<file path="src/dtlv_pkg.sv">
package dtlv_pkg;

    localparam int unsigned DATA_W     = 8;
    localparam int unsigned STATUS_W   = 2;
    localparam int unsigned CLASS_W    = 2;
    localparam int unsigned TAG_W      = 32;
    localparam int unsigned LENGTH_W   = 31;
    localparam int unsigned COUNT_W    = 8;
    localparam int unsigned LEFT_W     = 7;

    // Tag field value that announces a high tag number.
    localparam logic [4:0] TAG_ESCAPE = 5'h1F;
    // Saturation value of the identifier byte count.
    localparam logic [COUNT_W-1:0] COUNT_MAX = 8'hFF;

    typedef enum logic [1:0] {
        PH_IDENT    = 2'd0,
        PH_HIGHTAG  = 2'd1,
        PH_LENFIRST = 2'd2,
        PH_LENMORE  = 2'd3
    } t_phase;

    typedef enum logic [STATUS_W-1:0] {
        ST_OK    = 2'd0,
        ST_INDEF = 2'd1,
        ST_BIG   = 2'd2
    } t_status;

endpackage

</file>
<file path="src/dtlv_if.sv">
interface dtlv_in_if;
    import dtlv_pkg::*;

    logic              valid;
    logic              ready;
    logic [DATA_W-1:0] data_byte;
    logic              end_of_stream;

    modport source (output valid, output data_byte, output end_of_stream, input ready);
    modport sink   (input valid, input data_byte, input end_of_stream, output ready);
endinterface

interface dtlv_out_if;
    import dtlv_pkg::*;

    logic                valid;
    logic                ready;
    logic [STATUS_W-1:0] status;
    logic [CLASS_W-1:0]  tag_class;
    logic                constructed;
    logic [TAG_W-1:0]    tag_number;
    logic [LENGTH_W-1:0] content_length;
    logic [COUNT_W-1:0]  identifier_bytes;
    logic [COUNT_W-1:0]  length_bytes;

    modport source (
        output valid, output status, output tag_class, output constructed,
        output tag_number, output content_length, output identifier_bytes,
        output length_bytes, input ready
    );
    modport sink (
        input valid, input status, input tag_class, input constructed,
        input tag_number, input content_length, input identifier_bytes,
        input length_bytes, output ready
    );
endinterface

</file>
<file path="src/der_tlv_header_decoder_core.sv">
// DER identifier-and-length header decoder.
// The input channel i_in carries one header byte per word, with a flag that
// marks the last byte of the stream. The output channel o_out carries one
// word per complete header: status, class, constructed flag, tag number,
// content length and the byte counts of the identifier and length fields.
// Bytes that do not complete a header produce no output word.
// Each accepted byte is first held in an input register. The parse step then
// updates the parser state from it, and the result register is loaded when a
// header completes; the step waits while the result register holds a word
// that the receiver does not take. A result shows on o_out straight from the
// result register. One byte is accepted per cycle while the receiver keeps
// up, since the parse step empties the input register as it is refilled.
// When the receiver stalls, a finished result waits in the result register
// while the next byte is still taken into the input register; only when that
// byte is waiting and the result register is still occupied does i_in.ready
// drop. A synchronous active-low reset empties both registers and returns
// the parser to expecting an identifier octet.
module der_tlv_header_decoder_core (
    input  logic        i_clk,
    input  logic        i_rst_n,
    dtlv_in_if.sink     i_in,
    dtlv_out_if.source  o_out
);
    import dtlv_pkg::*;

    // Input register.
    logic              r_in_valid;
    logic [DATA_W-1:0] r_byte;
    logic              r_eos;

    // Parser state.
    t_phase              r_phase,       n_phase;
    logic [CLASS_W-1:0]  r_class,       n_class;
    logic                r_constructed, n_constructed;
    logic [TAG_W-1:0]    r_tag,         n_tag;
    logic [COUNT_W-1:0]  r_id_count,    n_id_count;
    logic [LENGTH_W-1:0] r_len_accum,   n_len_accum;
    logic [LEFT_W-1:0]   r_len_left,    n_len_left;
    logic [COUNT_W-1:0]  r_len_count,   n_len_count;

    // Result register.
    logic                r_out_valid;
    t_status             r_status;
    logic [CLASS_W-1:0]  r_out_class;
    logic                r_out_constructed;
    logic [TAG_W-1:0]    r_out_tag;
    logic [LENGTH_W-1:0] r_out_length;
    logic [COUNT_W-1:0]  r_out_id_count;
    logic [COUNT_W-1:0]  r_out_len_count;

    logic                emit;
    t_status             emit_status;
    logic [LENGTH_W-1:0] emit_length;
    logic [LENGTH_W-1:0] shifted_accum;
    logic                out_free;
    logic                advance;

    // The parse step may run when the result register can take a new word.
    assign out_free   = !r_out_valid || o_out.ready;
    assign advance    = r_in_valid && out_free;
    assign i_in.ready = !r_in_valid || out_free;

    assign shifted_accum = {r_len_accum[LENGTH_W-DATA_W-1:0], r_byte};

    always_comb begin
        n_phase       = r_phase;
        n_class       = r_class;
        n_constructed = r_constructed;
        n_tag         = r_tag;
        n_id_count    = r_id_count;
        n_len_accum   = r_len_accum;
        n_len_left    = r_len_left;
        n_len_count   = r_len_count;
        emit          = 1'b0;
        emit_status   = ST_OK;
        emit_length   = '0;

        unique case (r_phase)
            PH_IDENT: begin
                n_class       = r_byte[7:6];
                n_constructed = r_byte[5];
                n_id_count    = COUNT_W'(1);
                if (r_byte[4:0] == TAG_ESCAPE) begin
                    n_tag   = '0;
                    n_phase = PH_HIGHTAG;
                end else begin
                    n_tag   = TAG_W'(r_byte[4:0]);
                    n_phase = PH_LENFIRST;
                end
            end
            PH_HIGHTAG: begin
                // Seven bits per byte, wrapping at the tag width.
                n_tag = {r_tag[TAG_W-8:0], r_byte[6:0]};
                if (r_id_count != COUNT_MAX) begin
                    n_id_count = r_id_count + COUNT_W'(1);
                end
                if (r_eos || !r_byte[7]) begin
                    n_phase = PH_LENFIRST;
                end
            end
            PH_LENFIRST: begin
                n_len_count = COUNT_W'(1);
                if (!r_byte[7]) begin
                    emit        = 1'b1;
                    emit_length = LENGTH_W'(r_byte);
                end else if (r_byte[6:0] == '0) begin
                    emit        = 1'b1;
                    emit_status = ST_INDEF;
                    n_len_left  = '0;
                end else begin
                    n_len_left  = r_byte[6:0];
                    n_len_count = COUNT_W'(r_byte[6:0]) + COUNT_W'(1);
                    n_len_accum = '0;
                    n_phase     = PH_LENMORE;
                end
            end
            PH_LENMORE: begin
                // Another byte would overflow once the value reaches 2^23.
                if (r_len_accum[LENGTH_W-1:LENGTH_W-DATA_W] != '0) begin
                    emit        = 1'b1;
                    emit_status = ST_BIG;
                end else begin
                    n_len_accum = shifted_accum;
                    n_len_left  = r_len_left - LEFT_W'(1);
                    if (r_len_left == LEFT_W'(1)) begin
                        emit        = 1'b1;
                        emit_length = shifted_accum;
                    end
                end
            end
            default: begin
                n_phase = PH_IDENT;
            end
        endcase

        if (emit) begin
            n_phase = PH_IDENT;
        end
    end

    always_ff @(posedge i_clk) begin
        if (!i_rst_n) begin
            r_in_valid <= 1'b0;
        end else if (i_in.ready) begin
            r_in_valid <= i_in.valid;
        end
        if (i_in.valid && i_in.ready) begin
            r_byte <= i_in.data_byte;
            r_eos  <= i_in.end_of_stream;
        end
    end

    always_ff @(posedge i_clk) begin
        if (!i_rst_n) begin
            r_phase       <= PH_IDENT;
            r_class       <= '0;
            r_constructed <= 1'b0;
            r_tag         <= '0;
            r_id_count    <= '0;
            r_len_accum   <= '0;
            r_len_left    <= '0;
            r_len_count   <= '0;
        end else if (advance) begin
            r_phase       <= n_phase;
            r_class       <= n_class;
            r_constructed <= n_constructed;
            r_tag         <= n_tag;
            r_id_count    <= n_id_count;
            r_len_accum   <= n_len_accum;
            r_len_left    <= n_len_left;
            r_len_count   <= n_len_count;
        end
    end

    always_ff @(posedge i_clk) begin
        if (!i_rst_n) begin
            r_out_valid <= 1'b0;
        end else if (advance && emit) begin
            r_out_valid <= 1'b1;
        end else if (o_out.ready) begin
            r_out_valid <= 1'b0;
        end
        if (advance && emit) begin
            r_status          <= emit_status;
            r_out_class       <= n_class;
            r_out_constructed <= n_constructed;
            r_out_tag         <= n_tag;
            r_out_length      <= emit_length;
            r_out_id_count    <= n_id_count;
            r_out_len_count   <= n_len_count;
        end
    end

    assign o_out.valid            = r_out_valid;
    assign o_out.status           = r_status;
    assign o_out.tag_class        = r_out_class;
    assign o_out.constructed      = r_out_constructed;
    assign o_out.tag_number       = r_out_tag;
    assign o_out.content_length   = r_out_length;
    assign o_out.identifier_bytes = r_out_id_count;
    assign o_out.length_bytes     = r_out_len_count;

endmodule

</file>
<file path="src/flat_wrapper.sv">
// flat-port wrapper written by rule: the top's interface ports become plain ports
module der_tlv_header_decoder_core_flat import dtlv_pkg::*;
  (i_clk, i_rst_n, i_in_valid, i_in_data_byte, i_in_end_of_stream, i_in_ready, o_out_valid, o_out_status, o_out_tag_class, o_out_constructed, o_out_tag_number, o_out_content_length, o_out_identifier_bytes, o_out_length_bytes, o_out_ready);
  dtlv_in_if i_in_i ();
  dtlv_out_if o_out_i ();
  input  logic i_clk;
  input  logic i_rst_n;
  input wire logic [$bits(i_in_i.valid)-1:0] i_in_valid;
  input wire logic [$bits(i_in_i.data_byte)-1:0] i_in_data_byte;
  input wire logic [$bits(i_in_i.end_of_stream)-1:0] i_in_end_of_stream;
  output wire logic [$bits(i_in_i.ready)-1:0] i_in_ready;
  output wire logic [$bits(o_out_i.valid)-1:0] o_out_valid;
  output wire logic [$bits(o_out_i.status)-1:0] o_out_status;
  output wire logic [$bits(o_out_i.tag_class)-1:0] o_out_tag_class;
  output wire logic [$bits(o_out_i.constructed)-1:0] o_out_constructed;
  output wire logic [$bits(o_out_i.tag_number)-1:0] o_out_tag_number;
  output wire logic [$bits(o_out_i.content_length)-1:0] o_out_content_length;
  output wire logic [$bits(o_out_i.identifier_bytes)-1:0] o_out_identifier_bytes;
  output wire logic [$bits(o_out_i.length_bytes)-1:0] o_out_length_bytes;
  input wire logic [$bits(o_out_i.ready)-1:0] o_out_ready;
  assign i_in_i.valid = i_in_valid;
  assign i_in_i.data_byte = i_in_data_byte;
  assign i_in_i.end_of_stream = i_in_end_of_stream;
  assign i_in_ready = i_in_i.ready;
  assign o_out_valid = o_out_i.valid;
  assign o_out_status = o_out_i.status;
  assign o_out_tag_class = o_out_i.tag_class;
  assign o_out_constructed = o_out_i.constructed;
  assign o_out_tag_number = o_out_i.tag_number;
  assign o_out_content_length = o_out_i.content_length;
  assign o_out_identifier_bytes = o_out_i.identifier_bytes;
  assign o_out_length_bytes = o_out_i.length_bytes;
  assign o_out_i.ready = o_out_ready;
  der_tlv_header_decoder_core u_core (.i_clk(i_clk), .i_rst_n(i_rst_n), .i_in(i_in_i), .o_out(o_out_i));
endmodule
</file>
<file path="config.mk">
export PLATFORM = sky130hd
export DESIGN_NAME = der_tlv_header_decoder_core_flat
export DESIGN_NICKNAME = d
export VERILOG_FILES = /design/src/dtlv_pkg.sv /design/src/dtlv_if.sv /design/src/der_tlv_header_decoder_core.sv /design/src/flat_wrapper.sv
export SDC_FILE = /design/constraint.sdc
export NUM_CORES = 1
export LEC_CHECK = 0
export ABC_AREA = 1
export BUFFER_PORTS_ARGS = -buffer_cell sky130_fd_sc_hd__buf_2
export CAP_MARGIN = 20
export CORE_MARGIN = 2
export CORE_UTILIZATION = 40
export CTS_BUF_LIST = sky130_fd_sc_hd__clkbuf_16
export DETAILED_ROUTE_END_ITERATION = 8
export GPL_TIMING_DRIVEN = 0
export MAX_ROUTING_LAYER = met4
export SETUP_SLACK_MARGIN = 0.05
export SKIP_CTS_REPAIR_TIMING = 1
export SLEW_MARGIN = 30
export SYNTH_ARGS = -nofsm -noshare
export SYNTH_HDL_FRONTEND = slang
export SYNTH_SLANG_ARGS = --single-unit
</file>
<file path="constraint.sdc">
create_clock -name i_clk -period 7.75 [get_ports i_clk]
set_input_delay 1.1625 -clock i_clk [delete_from_list [all_inputs] [get_ports i_clk]]
set_output_delay 1.1625 -clock i_clk [all_outputs]
set_load 0.02 [all_outputs]
</file>
* Word-level counts from Yosys, hierarchy flattened
Cells that the tools add are included.
** Cells by class
- Equal/unequal tests :: 12
- Multiplexer cells :: 38
- $add $sub $neg :: 3
- Reduce and logical (&&, ||, !) cells :: 18
** Operators with widths (count)
- 2-to-1 mux 31 bit :: 5
- case mux 31 bit (2 select lines) :: 2
- case mux 32 bit (2 select lines) :: 1
- 2-to-1 mux 8 bit :: 4
- 2-to-1 mux 7 bit :: 4
- 2-to-1 mux 2 bit :: 8
- case mux 8 bit (2 select lines) :: 1
- case mux 7 bit (2 select lines) :: 1
- AND reduction 5 bit :: 2
- adder 7 x 1 -> 8 bit (second input constant) :: 1
- adder 8 x 1 -> 8 bit (second input constant) :: 1
- 2-to-1 mux 1 bit :: 8
- != test 8 bit (second input constant) :: 1
- nonzero test 8 bit :: 1
- == test 7 x 1 -> 1 bit (second input constant) :: 1
- zero test 7 bit :: 1
- subtractor 7 x 1 -> 7 bit (second input constant) :: 1
- != test 3 x 1 -> 1 bit (second input constant) :: 2
- case mux 2 bit (3 select lines) :: 1
- == test 5 bit (second input constant) :: 1
- 2-to-1 mux 5 bit :: 1
- == test 2 bit (second input constant) :: 2
- != test 2 bit (second input constant) :: 2
- case mux 2 bit (2 select lines) :: 1
- 11 further kinds :: 18
** Word-level totals
- Output and inout port bits :: 86
- Register bits after elaboration :: 186
- Input port bits :: 13

* Logic depth before layout (Yosys ltp)
Gate-level depths: netlist of run 1.
- Word-level depth :: 6
- Depth in mapped cells :: 12
- Depth with buffers taken out :: 12

* Worst setup path before layout of run 1
Ideal clock, no wire load.
- Path type :: input to register
- Start point :: input o_out_ready
- End point :: register u_core.r_out_constructed, in the netlist u_core.o_out.constructed (enable)
- Arrival :: 3.472 ns
- Buffers on the path :: 2
- Stages :: 8
- Path slack :: 3.840 ns
- Setup time :: 0.438 ns
- Cell sequence :: inv_1 > nand2_1 > nand2_1 > buf_2 > inv_1 > buf_2 > nand2_1 > inv_1
** Between the ends
- Longest elaborated chain between the ends :: 3
** Ends and longest elaborated chain
- start, declared :: RTL line flat_wrapper.sv:20 : input wire logic [$bits(o_out_i.ready)-1:0] o_out_ready;
- logical OR 1 bit :: RTL line der_tlv_header_decoder_core.sv:59 : assign out_free = !r_out_valid || o_out.ready;
- logical AND 1 bit :: RTL line der_tlv_header_decoder_core.sv:60 : assign advance = r_in_valid && out_free;
- logical AND 1 bit :: RTL line der_tlv_header_decoder_core.sv:183 : if (advance && emit) begin
- end signal, assigned :: RTL line der_tlv_header_decoder_core.sv:186 : r_out_constructed <= n_constructed;
- end, declared :: RTL line der_tlv_header_decoder_core.sv:45 : logic r_out_constructed;
Every way passes these cells.
A chain may end at the register's enable or synchronous reset.

* Worst setup path in the final report of run 1
- Start point :: input o_out_ready
- End point :: register u_core.r_status[1], in the netlist u_core.o_out.status[1] (enable)
** Between the ends
- Longest elaborated chain between the ends :: 3
** Ends and longest elaborated chain
- logical OR 1 bit :: RTL line der_tlv_header_decoder_core.sv:59
- logical AND 1 bit :: RTL line der_tlv_header_decoder_core.sv:60
- logical AND 1 bit :: RTL line der_tlv_header_decoder_core.sv:183
- end signal, assigned :: RTL line der_tlv_header_decoder_core.sv:184 : r_status <= emit_status;
- end, declared :: RTL line der_tlv_header_decoder_core.sv:43 : t_status r_status;
Every way passes these cells.

==> results of run 1 <==
area by class of cell:
class                   count  area share
plain buffers              46      0.0211
clock buffers              17      0.0451
clock inverters            15      0.0214
inverters                 177      0.0710
multi-input cells         501       0.258
flip-flops and latches    186       0.494
well taps                 265      0.0352
repair buffers             99      0.0542
power groups by stage:
stage	clock network, mW	registers, mW	logic, mW
after floorplan	0	1.11	0.140
after global placement	0	1.11	0.199
after detailed placement	0	1.11	0.201
after CTS	0.947	1.08	0.204
after global routing	0.983	1.09	0.230
final	0.929	1.08	0.205
sequential cells by signal, summed over array words and instances (netlist names), 7 cells and up:
register / cells
u_core.o_out.tag_number: 32
u_core.r_tag: 32
u_core.o_out.content_length: 31
u_core.r_len_accum: 31
u_core.o_out.identifier_bytes: 8
u_core.o_out.length_bytes: 8
u_core.r_byte: 8
u_core.r_id_count: 8
u_core.r_len_count: 8
u_core.r_len_left: 7
cells in the final DEF, fill, tap and decap left out, types with 28 or more instances in the layout:
cell / instances
o21ai_0: 48
edfxtp_1: 93
nor2_1: 124
buf_2: 116
nand2_1: 145
o22ai_1: 34
a211oi_1: 32
a21oi_1: 39
dfxtp_1: 93
nand3_1: 28
inv_1: 173
worst max path at each step:
stage	endpoint	slack, ps	depth (start not counted)
after global placement	u_core.o_out.status[1]	2740	9
final	u_core.o_out.status[1]	4920	10
after floorplan	u_core.o_out.constructed	3840	8
after CTS	u_core.o_out.content_length[21]	4930	10
after detailed placement	u_core.o_out.content_length[30]	4470	10
after global routing	u_core.o_out.status[1]	4810	10
worst register-to-register path, cell delays in order, from the launching register on:
cell      delay, ps
edfxtp_1        530
inv_1           190
ha_1            180
inv_1            40
nor2_1          110
nand3_1         200
nand2_1         110
nand2_1          80
nand2_1         110
nand2_1         140
inv_6           320
buf_12          280
metrics by stage:
step / instance area, um^2 / worst slack [ps] / std cells
6_report: 9430 / 4920 / 1306
5_1_grt: 9430 / 4810 / 1306
4_1_cts: 9430 / 4930 / 1306
3_5_place_dp: 8800 / 4470 / 1274
3_3_place_gp: 8770 / 2740 / 1273
2_1_floorplan: 7950 / 3840 / 910
kinds of logic after synthesis:
kind of cell | synth area share
flip-flops | 0.585
buffers and inverters | 0.109
AO/OA/AOI/OAI | 0.126
adder cells (fa/ha/maj) | 0.0173
AND/OR/NAND/NOR | 0.159
XOR/XNOR | 0.00441
routing by layer:
layer | vias to the layer above | wire length, um
met2 | 172 | 8050
li1 | 3173 | -
met5 | - | 0
met1 | 2844 | 9310
met4 | 0 | 417
met3 | 32 | 917
==> flow_metrics.tcl, run 1 <==
set metrics [dict create \
    num_antenna_cells 0 \
    crit_path_end_kind "flop" \
    fin_nets 1052 \
    setup-tns-final_ps 0 \
    switching_share 0.256 \
    yosysSeqAreaShare 0.585 \
    cts.clk_slew.worst_paths_ps 70 \
    pwr-share-clk 0.419 \
    fin_crit_ps 2830 \
    intPower_mw 1.65 \
    routedWlPerCell_um 14.3 \
    ys_types 31 \
    setup_viol 0 \
    numClockSinks 186 \
    hold-worst-slack_ps 452 \
    hold_viol_final 0 \
    rows 51 \
    synthFlopType "edfxtp_1" \
    synth_nets 934 \
    cp_max_fo 44 \
    hpwl_um 12900 \
    drt-initial-drc-count 412 \
    worstSetupPathType "in -> reg" \
    fin_worst_skew_ps 10.1 \
    grt_first_pass_wirelength_um 29400 \
    seq_area_um2 4650 \
    track_usage 0.182 \
    drive_gt1_frac 0.153 \
    min_to "u_core.r_class[0]" \
    yosys_register_bits 186 \
    ant_nets 0 \
    vdd_drop_max_uv 158 \
    regToRegSetupSlack_ps 5070 \
    cap_violations 0 \
    cts_tree "built" \
    die_h_um 145 \
    path_cells "buf_2, inv_1, nand2_1, nand2_1, buf_2, inv_1, buf_2, nand2_1, inv_6, buf_12" \
    seqPwrFrac 0.489 \
    startpoint "o_out_ready" \
    cts_made_buffers 17 \
    antenna_found_initial 0 \
    reg2reg_from "u_core.r_byte[0]" \
    final_max_slew_viol_count 0 \
    core_area_um2 19500 \
    ys_top_cells_by_area "edfxtp_1 (35%), dfxtp_1 (23%), inv_1 (8.2%), nand2_1 (6.8%), nor2_1 (5.9%)" \
    area.growth.synth_to_final_pct 18.5 \
    leakage_nw 4.23 \
    netlist_top_cells_count "inv_1 (174), nand2_1 (145), nor2_1 (124), dfxtp_1 (93), edfxtp_1 (93)" \
    worstHoldPathCells 2 \
    first_global_vias 5633 \
    yosys_warnings 0 \
    final_core_util 0.484 \
    synth_top_cell_area_share 0.351 \
    clkLatencyLatePin_ps 440 \
    required_ps 7870 \
    relSlewSlack 0.562 \
    p_switching_mw 0.568 \
    hold_class "reg -> reg" \
    portBuffers 98 \
    grt_overflow 0 \
    die_area_um2 21000 \
    cp_slowest_cell "inv_6" \
    via_per_inst 4.76 \
    syn-cell-area_um2 7950 \
    cp_top_family "buffers and inverters" \
    wirelength_um 18700 \
    yosysMostFrequentCell "inv_1" \
    start_util 0.409 \
    fmax_ghz 0.353 \
    tightest_slew_ps 658 \
    cts.htree.levels 4 \
    worstPathArrival_ps 2950 \
    outcome "complete, no violations" \
    r2r_cells 11 \
    timing.rr.end "u_core.o_out.status[1]" \
    gp_congestion 0.866 \
    synthCells 910 \
    timing.final.crit_share 0.365 \
    dr.pass1.iters 5 \
    num_vias 6221 \
    nFillCells 1873 \
    die_w_um 145 \
    synth_area_per_cell_um2 8.74 \
    critPathMaxStageDelay_ps 320 \
    ys_async_sr_fraction 0 \
    synth_edf_count 93 \
    crit_path_start_kind "primary input" \
    ios 99 \
    p_comb_frac 0.092 \
    hold_start "u_core.r_class[0]" \
    grt_util_met3 0.0352 \
    cts_buffer_depth 2 \
    power_density_nw_per_um2 235 \
    crit_buf_inv 7 \
    synth_area_leader_cell "edfxtp_1" \
    rsz0062_at_grt "false" \
    use_met2 0.259 \
    fin_total_pwr_mw 2.22 \
    drc_errors 0 \
    grt_busiest_layer "met1" \
    met1_usage 0.261 \
    multi_input_area_um2 2430 \
    grt_max_degree 45 \
    clockRootBuffer "clkbuf_16" \
]
Power figures use the tool's default switching activity.
==> run 2, diff against run 1 <==
--- a/config.mk
+++ b/config.mk
@@ -5,7 +5,7 @@
 export SDC_FILE = /design/constraint.sdc
 export NUM_CORES = 1
 export LEC_CHECK = 0
-export ABC_AREA = 1
+export ABC_AREA = 0
 export BUFFER_PORTS_ARGS = -buffer_cell sky130_fd_sc_hd__buf_2
 export CAP_MARGIN = 20
 export CORE_MARGIN = 2
==> constraint.sdc (replaced) <==
create_clock -name i_clk -period 2.92 [get_ports i_clk]
set_input_delay 0.438 -clock i_clk [delete_from_list [all_inputs] [get_ports i_clk]]
set_output_delay 0.438 -clock i_clk [all_outputs]
set_load 0.02 [all_outputs]
==> flow_metrics.tcl, run 2 <==
set metrics [dict create \
    leakage_nw 3.56 \
    synthCells 758 \
    numClockSinks 186 \
    final_max_slew_viol_count 0 \
    start_util 0.404 \
    clkLatencyLatePin_ps 430 \
    hold_start "i_in_data_byte[0]" \
    die_area_um2 21400 \
    critPathMaxStageDelay_ps 620 \
    rsz0062_at_grt "false" \
    fin_crit_ps 2660 \
    fmax_ghz 0.376 \
    netlist_top_cells_count "nand2_1 (96), dfxtp_1 (93), edfxtp_1 (93), mux2i_1 (54), o21ai_0 (44)" \
    timing.final.crit_share 0.911 \
    yosys_warnings 0 \
    ios 99 \
    first_global_vias 5590 \
    worstPathArrival_ps 2800 \
    synth_edf_count 93 \
    finalNonFillerCells 1161 \
    tightest_slew_ps 655 \
    grt_first_pass_wirelength_um 30800 \
    power_density_nw_per_um2 569 \
    drc_errors 0 \
    synth_area_per_cell_um2 10.7 \
    die_w_um 146 \
    yosysMostFrequentCell "nand2_1" \
    hpwl_um 13400 \
    syn-cell-area_um2 8100 \
    synth_compound_gate_area_share 0.103 \
    final_core_util 0.481 \
    relSlewSlack 0.563 \
    die_h_um 146 \
    final_common_cell "buf_2" \
    startpoint "u_core.r_byte[4]" \
    cts_buffer_depth 2 \
    crit_path_end_kind "flop" \
    synth_top_family_by_area "simple AND/OR/NAND/NOR gates" \
    ys_types 62 \
    hold_class "in -> reg" \
    via_per_inst 5.16 \
    layout_common_cells "buf_2 (103), nand2_1 (96), edfxtp_1 (93), dfxtp_1 (93), mux2i_1 (54)" \
    routedWlPerCell_um 16.7 \
    synthSimpleGateAreaFrac 0.182 \
    area.growth.synth_to_final_pct 19.0 \
    ant_nets 0 \
    path_cells "or4_4, o21ai_4, a221oi_2, nor2_4, buf_16, buf_16" \
    wirelength_um 19400 \
    yosysSeqAreaShare 0.575 \
    cp_max_fo 21 \
    synth_area_leader_cell "edfxtp_1" \
    multi_input_area_um2 3100 \
    cts.htree.levels 4 \
    synthMuxAreaShare 0.0751 \
    cpMostUsedCell "buf_16" \
    worst_slack_ps 259 \
    pre_cts_ws_ps 198 \
    fin_worst_skew_ps 9.13 \
    core_area_um2 20000 \
    reg2reg_from "u_core.r_byte[4]" \
    nFillCells 1905 \
    drt-initial-drc-count 584 \
    cts.clk_slew.worst_paths_ps 70 \
    hold_viol_final 0 \
    gp_congestion 0.875 \
    clockRootBuffer "clkbuf_16" \
    antenna_found_initial 0 \
    outcome "complete, no violations" \
    synthAdderAreaFrac 0.0170 \
    cts_made_buffers 17 \
    dp_cells 1129 \
    fin_total_pwr_mw 5.48 \
    yosys.area_share.xor_xnor 0.00324 \
    crit_buf_inv 2 \
    synth_top_cell_area_share 0.345 \
    portBuffers 97 \
    cap_violations 0 \
    crit_path_start_kind "flop" \
    synth_nets 782 \
    rows 52 \
    ys_top_cells_by_area "edfxtp_1 (34%), dfxtp_1 (23%), mux2i_1 (6.7%), nand2_1 (4.4%), o21ai_0 (2.7%)" \
    num_vias 5996 \
    seq_area_um2 4650 \
    grt_max_degree 25 \
    setup-tns-final_ps 0 \
    track_usage 0.190 \
    cts_tree "built" \
    dr.pass1.iters 5 \
    grt_overflow 0 \
    yosys_register_bits 186 \
    required_ps 3060 \
    num_antenna_cells 0 \
    cp_top_family "simple AND/OR/NAND/NOR gates" \
    vdd_drop_max_uv 415 \
    setup_viol 0 \
    synthFlopType "edfxtp_1" \
    ys_async_sr_fraction 0 \
    fin_nets 902 \
    worstSetupPathType "reg -> reg" \
    drive_gt1_frac 0.185 \
    cp_slowest_cell "edfxtp_1" \
]
==> run 2: changes by cell type after synthesis, moves of 31 or more <==
cell / before / now
and2_1: 1 / 35
inv_1: 174 / 20
nor2_1: 124 / 42
nand2b_1: 0 / 31
mux2i_1: 0 / 54
nand2_1: 145 / 96
==> run 2: path summary, 6_finish.rpt <==
path | to | slack (ps) | cells after the start
min | u_core.r_byte[0] | 180 | 1
max | u_core.o_out.tag_number[29] | 260 | 6
max reg2reg | u_core.o_out.tag_number[29] | 260 | 6
min reg2reg | u_core.r_class[0] | 460 | 2
==> run 2: cells by family (layout without fill, tap and decap cells) <==
group / after synthesis / in the layout
AO/OA/AOI/OAI: 130 / 130
XOR/XNOR: 3 / 3
adder cells (fa/ha/maj): 11 / 11
buffers and inverters: 76 / 209
flip-flops: 186 / 186
multiplexers: 60 / 60
AND/OR/NAND/NOR: 292 / 292
==> run 2: cell type report <==
| class | count | share of cell area |
|---|---|---|
| multi-input combinational | 496 | 0.322 |
| clock buffer | 17 | 0.0441 |
| timing repair buffer | 101 | 0.0610 |
| inverter | 21 | 0.00818 |
| buffer | 55 | 0.0293 |
| sequential | 186 | 0.483 |
| tap | 270 | 0.0351 |
| clock inverter | 15 | 0.0171 |
==> run 2: power by group <==
part	switching [mW]	internal [mW]	total (mW)
Clock	1.04	1.28	2.32
Sequential	0.0244	2.76	2.79
Combinational	0.245	0.125	0.370
Total	1.31	4.17	5.48
==> run 2: stage by stage <==
| step | area (um^2) | hold WS [ps] |
|---|---|---|
| final | 9640 | 178 |
| after global routing | 9640 | 155 |
| after CTS | 9640 | 156 |
| after detailed placement | 9040 | 448 |
| after global placement | 8940 | 439 |
| after floorplan | 8120 | 434 |
==> run 2: metal layers <==
layer	vias up	wire, um	track usage
met5	-	0	-
met4	0	220	0.0490
met3	17	1100	0.0419
met2	181	8350	0.265
met1	2859	9730	0.278
li1	2939	-	-
==> run 3, diff against run 2 <==
--- a/config.mk
+++ b/config.mk
@@ -14,8 +14,8 @@
 export DETAILED_ROUTE_END_ITERATION = 8
 export GPL_TIMING_DRIVEN = 0
 export MAX_ROUTING_LAYER = met4
+export REMOVE_ABC_BUFFERS = 1
 export SETUP_SLACK_MARGIN = 0.05
-export SKIP_CTS_REPAIR_TIMING = 1
 export SLEW_MARGIN = 30
 export SYNTH_ARGS = -nofsm -noshare
 export SYNTH_HDL_FRONTEND = slang
==> flow_metrics.tcl, run 3 (synthesis results as in run 2) <==
set metrics [dict create \
    outcome "complete, no violations" \
    layout_common_cells "buf_2 (97), nand2_1 (95), edfxtp_1 (93), dfxtp_1 (93), mux2i_1 (54)" \
    hold_viol_final 0 \
    required_ps 3060 \
    hold_class "in -> reg" \
    fin_worst_skew_ps 13.0 \
    fmax_ghz 0.366 \
    via_per_inst 5.17 \
    grt_max_degree 80 \
    seqPwrFrac 0.530 \
    nFillCells 1885 \
    gp_congestion 0.827 \
    fin_nets 856 \
    die_w_um 146 \
    drt-initial-drc-count 377 \
    worstSetupPathType "reg -> reg" \
    pwr-share-clk 0.409 \
    clockRootBuffer "clkbuf_16" \
    cp_top_family "simple AND/OR/NAND/NOR gates" \
    area.growth.synth_to_final_pct 17.1 \
    min_to "u_core.r_eos" \
    hpwl_um 10900 \
    multi_input_area_um2 3140 \
    routedWlPerCell_um 15.7 \
    cts.clk_slew.worst_paths_ps 70 \
    tightest_slew_ps 790 \
    rsz0062_at_grt "false" \
    finalNonFillerCells 1115 \
    first_global_vias 5373 \
    grt_overflow 0 \
    timing.final.crit_share 0.936 \
    cp_slowest_cell "nor4b_1" \
    vdd_drop_max_uv 409 \
    numClockSinks 186 \
    start_util 0.404 \
    intPower_mw 3.99 \
    cts_tree "built" \
    portBuffers 98 \
    crit_path_start_kind "flop" \
    leakage_nw 3.49 \
    r2r_cells 7 \
    crit_buf_inv 3 \
    cap_violations 0 \
    power_density_nw_per_um2 559 \
    ant_nets 0 \
    fin_crit_ps 2730 \
    dr.pass1.iters 5 \
    crit_path_end_kind "flop" \
    switching_share 0.246 \
    reg2reg_from "u_core.r_phase[0]" \
    clkLatencyLatePin_ps 440 \
    hold_start "i_in_end_of_stream" \
    p_switching_mw 1.31 \
    track_usage 0.171 \
    regToRegSetupSlack_ps 190 \
    grt_first_pass_wirelength_um 28300 \
    core_area_um2 20000 \
    num_vias 5759 \
    path_cells "ha_4, nor4b_1, a221oi_2, nor2_4, buf_16, buf_16, buf_16" \
    rows 52 \
    dp_cells 1079 \
    cp_max_fo 22 \
    drc_errors 0 \
    worstPathArrival_ps 2880 \
    seq_area_um2 4650 \
    antenna_found_initial 0 \
    wirelength_um 17500 \
    cts_made_buffers 17 \
    final_core_util 0.473 \
    setup_viol 0 \
    drive_gt1_frac 0.199 \
    worst_slack_ps 186 \
    cpMostUsedCell "buf_16" \
    final_common_cell "buf_2" \
    worstHoldPathCells 1 \
    cts.htree.levels 4 \
    timing.rr.end "u_core.o_out.identifier_bytes[5]" \
    die_area_um2 21400 \
    relSlewSlack 0.474 \
    pre_cts_ws_ps -374 \
    ios 99 \
    final_max_slew_viol_count 0 \
    cts_buffer_depth 2 \
    die_h_um 146 \
    num_antenna_cells 0 \
    p_comb_frac 0.061 \
    critPathMaxStageDelay_ps 610 \
]
## run 3: timing repair
action / CTS / global route
pin swaps: 2 / 0
resized for setup: 2 / 2
hold buffers: 0 / 0
buffers inserted: 4 / 0
setup endpoints to repair: 78 / 28
## run 3: worst max path at each step
stage,end,start,cells after the start
3_5_place_dp,u_core.o_out.content_length[8],u_core.r_phase[0],8
3_3_place_gp,u_core.o_out.tag_number[18],u_core.r_phase[0],5
6_report,u_core.o_out.identifier_bytes[5],u_core.r_phase[0],7
2_1_floorplan,u_core.o_out.constructed,u_core.r_phase[1],5
4_1_cts,u_core.o_out.content_length[2],u_core.r_phase[0],5
5_1_grt,u_core.o_out.identifier_bytes[6],u_core.r_phase[0],7
## run 3: per-layer routing
metal | share of wire | GRT usage | up-vias
li1 | - | - | 2845
met1 | 0.48 | 0.227 | 2782
met2 | 0.47 | 0.265 | 111
met3 | 0.036 | 0.0356 | 21
met4 | 0.014 | 0.0534 | 0
met5 | 0 | - | -
## run 3: cell type report
class	instances	area share
Clock inverter	15	0.0124
Tap cell	270	0.0356
Multi-Input combinational cell	496	0.331
Inverter	21	0.00844
Clock buffer	17	0.0449
Sequential cell	186	0.491
Timing Repair Buffer	110	0.0768
## run 3: worst reg2reg max path: stages, from the launching register on
cell      delay, ps
dfxtp_1         460
ha_4            350
nor4b_1         610
a221oi_2        240
nor2_4          230
buf_16          200
buf_16          180
buf_16          180
## run 3: through the flow
stage	total power [mW]	setup TNS (ps)	hold WS, ps	area [um^2]
after detailed placement	3.19	-11470	448	8870
after floorplan	3.06	-274800	434	7820
after CTS	5.35	0	162	9470
after global placement	3.17	-633770	440	8640
after global routing	5.49	0	160	9480
final	5.30	0	178	9480
## run 3: power groups by stage
stage	Clock, mW	Sequential [mW]	Combinational [mW]
3_5_place_dp	0	2.87	0.319
6_report	2.17	2.81	0.322
3_3_place_gp	0	2.87	0.304
4_1_cts	2.21	2.81	0.324
2_1_floorplan	0	2.87	0.187
5_1_grt	2.32	2.81	0.353
